## config.mk

```make
export PLATFORM = sky130hd
export DESIGN_NAME = modular_inverse_ext_euclid
export DESIGN_NICKNAME = d
export VERILOG_FILES = /design/src/design/mie_pkg.sv /design/src/design/modular_inverse_ext_euclid.sv
export SDC_FILE = /design/constraint.sdc
export NUM_CORES = 1
export LEC_CHECK = 0
export ABC_AREA = 1
export BUFFER_PORTS_ARGS = -buffer_cell sky130_fd_sc_hd__buf_4
export CAP_MARGIN = 20
export CELL_PAD_IN_SITES_DETAIL_PLACEMENT = 0
export CELL_PAD_IN_SITES_GLOBAL_PLACEMENT = 2
export CORE_UTILIZATION = 40
export DETAILED_ROUTE_END_ITERATION = 6
export PLACE_DENSITY = 0.94
export SYNTH_ARGS = -nofsm -noshare
export SYNTH_HDL_FRONTEND = slang
export SYNTH_SLANG_ARGS = --single-unit
export TNS_END_PERCENT = 50
```

## constraint.sdc

```tcl
create_clock -name clock -period 18.5 [get_ports clock]
set_input_delay 2.775 -clock clock [delete_from_list [all_inputs] [get_ports clock]]
set_output_delay 2.775 -clock clock [all_outputs]
set_load 0.01 [all_outputs]
```

## src/design/mie_pkg.sv

```systemverilog
// Shared constants and types for the extended Euclidean modular inverse block.
`timescale 1ns / 1ps
`default_nettype none
package mie_pkg;

   // Working width of the operands.
   localparam int WIDTH       = 32;
   // Width of each operand field on the request channel.
   localparam int IN_W        = 32;
   // Width of the signed coefficient.
   localparam int COEF_W      = 33;
   localparam int REQ_TDATA_W = 2 * IN_W;
   localparam int RSP_TDATA_W = ((COEF_W + 7) / 8) * 8;
   localparam int CNT_W       = $clog2(WIDTH);

   typedef enum logic [3:0] {
      ST_IDLE = 4'b0001,
      ST_DIV  = 4'b0010,
      ST_STEP = 4'b0100,
      ST_FIN  = 4'b1000
   } state_type;

endpackage
`default_nettype wire

```

## src/design/modular_inverse_ext_euclid.sv

```systemverilog
// Top level of the extended Euclidean modular inverse block.
`timescale 1ns / 1ps
`default_nettype none
// Each beat runs a sequence of quotient and remainder steps (at most about 46 for 32 bits);
// a zero value takes no step. The bit-serial divider produces one quotient bit per cycle,
// and each step ends with an update of the remainder sequence and the coefficients. A new
// request is accepted only in the idle state. A held result stalls the next item only
// when that item finishes before the result is taken.
// Reset: synchronous and active high; the block comes up idle with no result pending.
module modular_inverse_ext_euclid (
   input  wire                              clock,
   input  wire                              reset,
   input  wire                              req_tvalid,
   output logic                             req_tready,
   // Fields from bit 0 up: modulus [31:0], value [63:32].
   input  wire  [mie_pkg::REQ_TDATA_W-1:0] req_tdata,
   output logic                             rsp_tvalid,
   input  wire                              rsp_tready,
   // Fields from bit 0 up: coefficient [32:0] (two's complement), zero fill above.
   output logic [mie_pkg::RSP_TDATA_W-1:0] rsp_tdata
);
   import mie_pkg::*;

   // The sequencer walks each item through repeated division steps. In the DIV state
   // a single shift-and-subtract unit produces one quotient bit per cycle, most
   // significant first. The same cycle folds that bit into a running product of
   // quotient times the current coefficient, so no multiplier is needed. The STEP
   // state then rotates the remainder sequence and the coefficient pair.

   state_type           state_ff, state_in;
   logic [WIDTH-1:0]    m_ff, m_in;        // dividend, shifted out during a division
   logic [WIDTH-1:0]    v_ff, v_in;        // divisor
   logic [WIDTH-1:0]    rem_ff, rem_in;    // partial remainder
   logic [COEF_W-1:0]   prev_ff, prev_in;  // previous coefficient of value
   logic [COEF_W-1:0]   cur_ff, cur_in;    // current coefficient of value
   logic [COEF_W-1:0]   prod_ff, prod_in;  // quotient times current coefficient
   logic [CNT_W-1:0]    cnt_ff, cnt_in;    // quotient bits left, minus one
   logic [COEF_W-1:0]   coef_ff, coef_in;  // output register
   logic                rsp_valid_ff, rsp_valid_in;

   // Operands cut (or zero extended) to the working width.
   logic [IN_W+WIDTH-1:0] mod_ext, val_ext;
   logic [WIDTH-1:0]      req_mod, req_val;

   // Shared shift and subtract unit.
   logic [WIDTH:0]      rem_sh, diff;
   logic                qbit;
   logic [COEF_W-1:0]   prod_add;

   assign mod_ext = {{WIDTH{1'b0}}, req_tdata[IN_W-1:0]};
   assign val_ext = {{WIDTH{1'b0}}, req_tdata[2*IN_W-1:IN_W]};
   assign req_mod = mod_ext[WIDTH-1:0];
   assign req_val = val_ext[WIDTH-1:0];

   assign rem_sh   = {rem_ff, m_ff[WIDTH-1]};
   assign diff     = rem_sh - {1'b0, v_ff};
   assign qbit     = ~diff[WIDTH];
   assign prod_add = {prod_ff[COEF_W-2:0], 1'b0} + (qbit ? cur_ff : {COEF_W{1'b0}});

   assign req_tready = (state_ff == ST_IDLE);
   assign rsp_tvalid = rsp_valid_ff;
   assign rsp_tdata  = {{(RSP_TDATA_W-COEF_W){1'b0}}, coef_ff};

   always_comb begin
      state_in     = state_ff;
      m_in         = m_ff;
      v_in         = v_ff;
      rem_in       = rem_ff;
      prev_in      = prev_ff;
      cur_in       = cur_ff;
      prod_in      = prod_ff;
      cnt_in       = cnt_ff;
      coef_in      = coef_ff;
      rsp_valid_in = rsp_valid_ff & ~rsp_tready;

      unique case (state_ff)
         ST_IDLE: begin
            if (req_tvalid) begin
               m_in    = req_mod;
               v_in    = req_val;
               rem_in  = '0;
               prev_in = '0;
               cur_in  = COEF_W'(1);
               prod_in = '0;
               cnt_in  = CNT_W'(WIDTH - 1);
               // A zero value takes no step and returns a coefficient of one.
               state_in = (req_val == '0) ? ST_FIN : ST_DIV;
            end
         end
         ST_DIV: begin
            rem_in  = qbit ? diff[WIDTH-1:0] : rem_sh[WIDTH-1:0];
            m_in    = {m_ff[WIDTH-2:0], 1'b0};
            prod_in = prod_add;
            cnt_in  = cnt_ff - CNT_W'(1);
            if (cnt_ff == '0) begin
               state_in = ST_STEP;
            end
         end
         ST_STEP: begin
            if (rem_ff == '0) begin
               state_in = ST_FIN;
            end else begin
               cur_in   = prev_ff - prod_ff;
               prev_in  = cur_ff;
               m_in     = v_ff;
               v_in     = rem_ff;
               rem_in   = '0;
               prod_in  = '0;
               cnt_in   = CNT_W'(WIDTH - 1);
               state_in = ST_DIV;
            end
         end
         ST_FIN: begin
            // Wait here until the output register is free.
            if (!rsp_valid_ff || rsp_tready) begin
               coef_in      = cur_ff;
               rsp_valid_in = 1'b1;
               state_in     = ST_IDLE;
            end
         end
         default: begin
            state_in = ST_IDLE;
         end
      endcase
   end

   always_ff @(posedge clock) begin
      if (reset) begin
         state_ff     <= ST_IDLE;
         rsp_valid_ff <= 1'b0;
      end else begin
         state_ff     <= state_in;
         rsp_valid_ff <= rsp_valid_in;
      end
   end

   always_ff @(posedge clock) begin
      m_ff    <= m_in;
      v_ff    <= v_in;
      rem_ff  <= rem_in;
      prev_ff <= prev_in;
      cur_ff  <= cur_in;
      prod_ff <= prod_in;
      cnt_ff  <= cnt_in;
      coef_ff <= coef_in;
   end

endmodule
`default_nettype wire

```

==> metrics.yaml <==
critPathMaxStageDelay_ps: 590
cp-start-kind: "flip-flop"
rows: 71
final.setup.tns_ps: 0
synth_cell_types: 49
cp_num_buf_inv: 3
worstPathArrival_ps: 5100
min_period_over_period: 0.2588
cts.clk_slew.worst_paths_ps: 60
min_period_ps: 4788
worst_pin_slew_ps: 933.0
post_cts_resized: 0
cp_slowest_cell: "inv_4"
fin_skew_ps: 17.03
antenna_found_initial: 0
reg2reg_depth: 29
syn_avg_cell_area_um2: 8.249
grt_pass1_wl_um: 67190
coreArea_um2: 37670
nFillCells: 3839
setup.reg_to_reg.worst_slack_ps: 13710
area_growth_pct: 14.07
power_leakage_nw: 7.507
htreeDepth: 1
clk_path_buf_depth: 3
hpwl_um: 31750
slew_headroom: 0.3780
clock_latency_ps: 570
avgRoutedWirePerCell_um: 16.78
grt_pass1_vias: 12841
p_switching_mw: 1.709
cp_top_family: "simple AND/OR/NAND/NOR gates"
p_comb_frac: 0.564
place_congestion: 0.9382
dieArea_um2: 39150
yosysSeqAreaShare: 0.4625
tritoncts: "done"
post-cts-setup-buffer-count: 0
synth.cell_area_um2: 15340
drive_above_1_share: 0.09384
mostFrequentLayoutCells: "406 x nand2_1, 257 x nor2_1, 241 x inv_1, 233 x edfxtp_1, 175 x a21oi_1"
wl_um: 41830
crit_cells: 29
async_flop_share: 0
slew_violations: 0
switching_share: 0.4890
crit_type: "reg2reg"
synth_top_area_cell: "edfxtp_1"
io_buffers: 102
power_density_nw_per_um2: 199.7
synth_top_area_share: 0.4560
ys_seq_elements: 238
cp-end-kind: "flip-flop"
first_pass_iters: 5
clkPwrFrac: 0.150
cts_sinks: 238
vias_per_cell: 5.137
max-cap-violations: 0
crit_end: "prod_ff[31]"
startpoint: "m_ff[31]"
hold_buffers: 0
rsz0062_at_grt: "no"
synthCells: 1860
track_usage: 0.2178
maxClockFrequency_ghz: 0.2088
cts_buffers: 29
antenna_cells: 0
layout_commonest_cell: "nand2_1"
die_y_um: 197.9
drtIter0Drc: 661
final_nets: 2128
antenna_left: 0
die_w_um: 197.9
grt_max_degree: 81
required_ps: 18820
internal_power_mw: 1.786
vias: 12806
final_cells: 2493
synth_warnings: 0
cts-root-buf: "clkbuf_16"
ir_worst_vdd_mv: 0.1045
setup_viol: 0
initial_core_util: 0.4074
synth.area.top_cells: "edfxtp_1 46%, nand2_1 9.9%, ha_1 7.8%, nor2_1 6.3%, inv_1 5.9%"
synth_top_flop_cell: "edfxtp_1"
hp-class: "reg2reg"
status: "finished, final reports clean"
synth_edf_count: 233
worst_path_most_repeated_cell: "nand2_1"
critPathMaxFanout: 55
p_seq_frac: 0.286
num_io_pins: 110
final-hold-violation-count: 0
grt_overflow: 0
reg2reg_to: "prod_ff[31]"
place_inst: 2441
drc: 0
r2r-start: "m_ff[31]"
## cell usage after synthesis (all sizes together) (18+ instances only)
| library cell | count |
|---|---|
| a21oi | 184 |
| buf | 20 |
| clkbuf | 27 |
| edfxtp | 233 |
| ha | 96 |
| inv | 247 |
| nand2 | 414 |
| nand3 | 49 |
| nand4 | 18 |
| nor2 | 262 |
| nor3 | 27 |
| nor4 | 21 |
| o211ai | 33 |
| o21ai | 121 |
| xor2 | 18 |
## cells by family (layout without fill, tap and decap cells)
| logic type | Yosys count | after routing | share of synthesized area |
|---|---|---|---|
| AO/OA/AOI/OAI | 401 | 401 | 0.1489 |
| XOR/XNOR | 28 | 28 | 0.01598 |
| adder cells (fa/ha/maj) | 99 | 99 | 0.08220 |
| buffers and inverters | 294 | 410 | 0.07649 |
| flip-flops | 238 | 238 | 0.4625 |
| other | 1 | 7 | 0.0002444 |
| AND/OR/NAND/NOR | 799 | 799 | 0.2137 |
## metal layers
| metal | routed length, um | vias up | GRT usage | part of all wire |
|---|---|---|---|---|
| met1 | 18910 | 5992 | 0.2797 | 0.45 |
| met2 | 20350 | 225 | 0.3837 | 0.49 |
| li1 | - | 6522 | - | - |
| met4 | 1324 | 0 | 0.06776 | 0.032 |
| met3 | 1247 | 67 | 0.02231 | 0.030 |
| met5 | 0 | - | 0 | 0 |
## registers in the layout (all words and copies together) (netlist names)
register	flops
coef_ff	33
cur_ff	33
prev_ff	33
prod_ff	33
m_ff	32
rem_ff	32
v_ff	32
cnt_ff	5
state_ff	4
rsp_tvalid	1
## worst min-delay path by stage
stage | startpoint | to | slack [ps] | depth (start not counted)
global placement | cur_ff[18] | coef_ff[18] | 430 | 0
CTS | cur_ff[27] | coef_ff[27] | 450 | 0
finish | cur_ff[27] | coef_ff[27] | 450 | 0
floorplan | cur_ff[0] | coef_ff[0] | 430 | 0
global route | cur_ff[27] | coef_ff[27] | 450 | 0
detailed placement | cur_ff[27] | coef_ff[27] | 430 | 0
## area by class of cell
cell class	instances	area (um^2)	share of cell area
clock buffers	43	809.5	0.04625
flip-flops and latches	238	7097	0.4055
clock inverters	9	58.81	0.003360
inverters	247	930.9	0.05318
well taps	511	639.4	0.03653
multi-input cells	1334	7134	0.4076
repair buffers	111	833.3	0.04761
## power by group through the flow
stage | Sequential (mW) | Clock [mW] | Combinational, mW
after floorplan | 1.01 | 0 | 1.47
after global placement | 1.00 | 0 | 1.95
after detailed placement | 1.01 | 0 | 1.96
after CTS | 1.00 | 0.539 | 1.98
after global routing | 1.02 | 0.554 | 2.24
final | 1.00 | 0.524 | 1.97
## stage by stage
stage	worst slack (ps)	area, um^2	hold WS [ps]	util	power [mW]
floorplan	10230	15370	426.4	-	2.475
global placement	13780	16630	430.2	0.4416	2.956
detailed placement	13650	16630	434.6	0.4416	2.976
CTS	13640	17500	447.8	0.4647	3.517
global route	13190	17500	454.2	0.4647	3.819
finish	13710	17500	445.1	0.4647	3.496
Note: power is estimated with default switching activity, not from simulation.
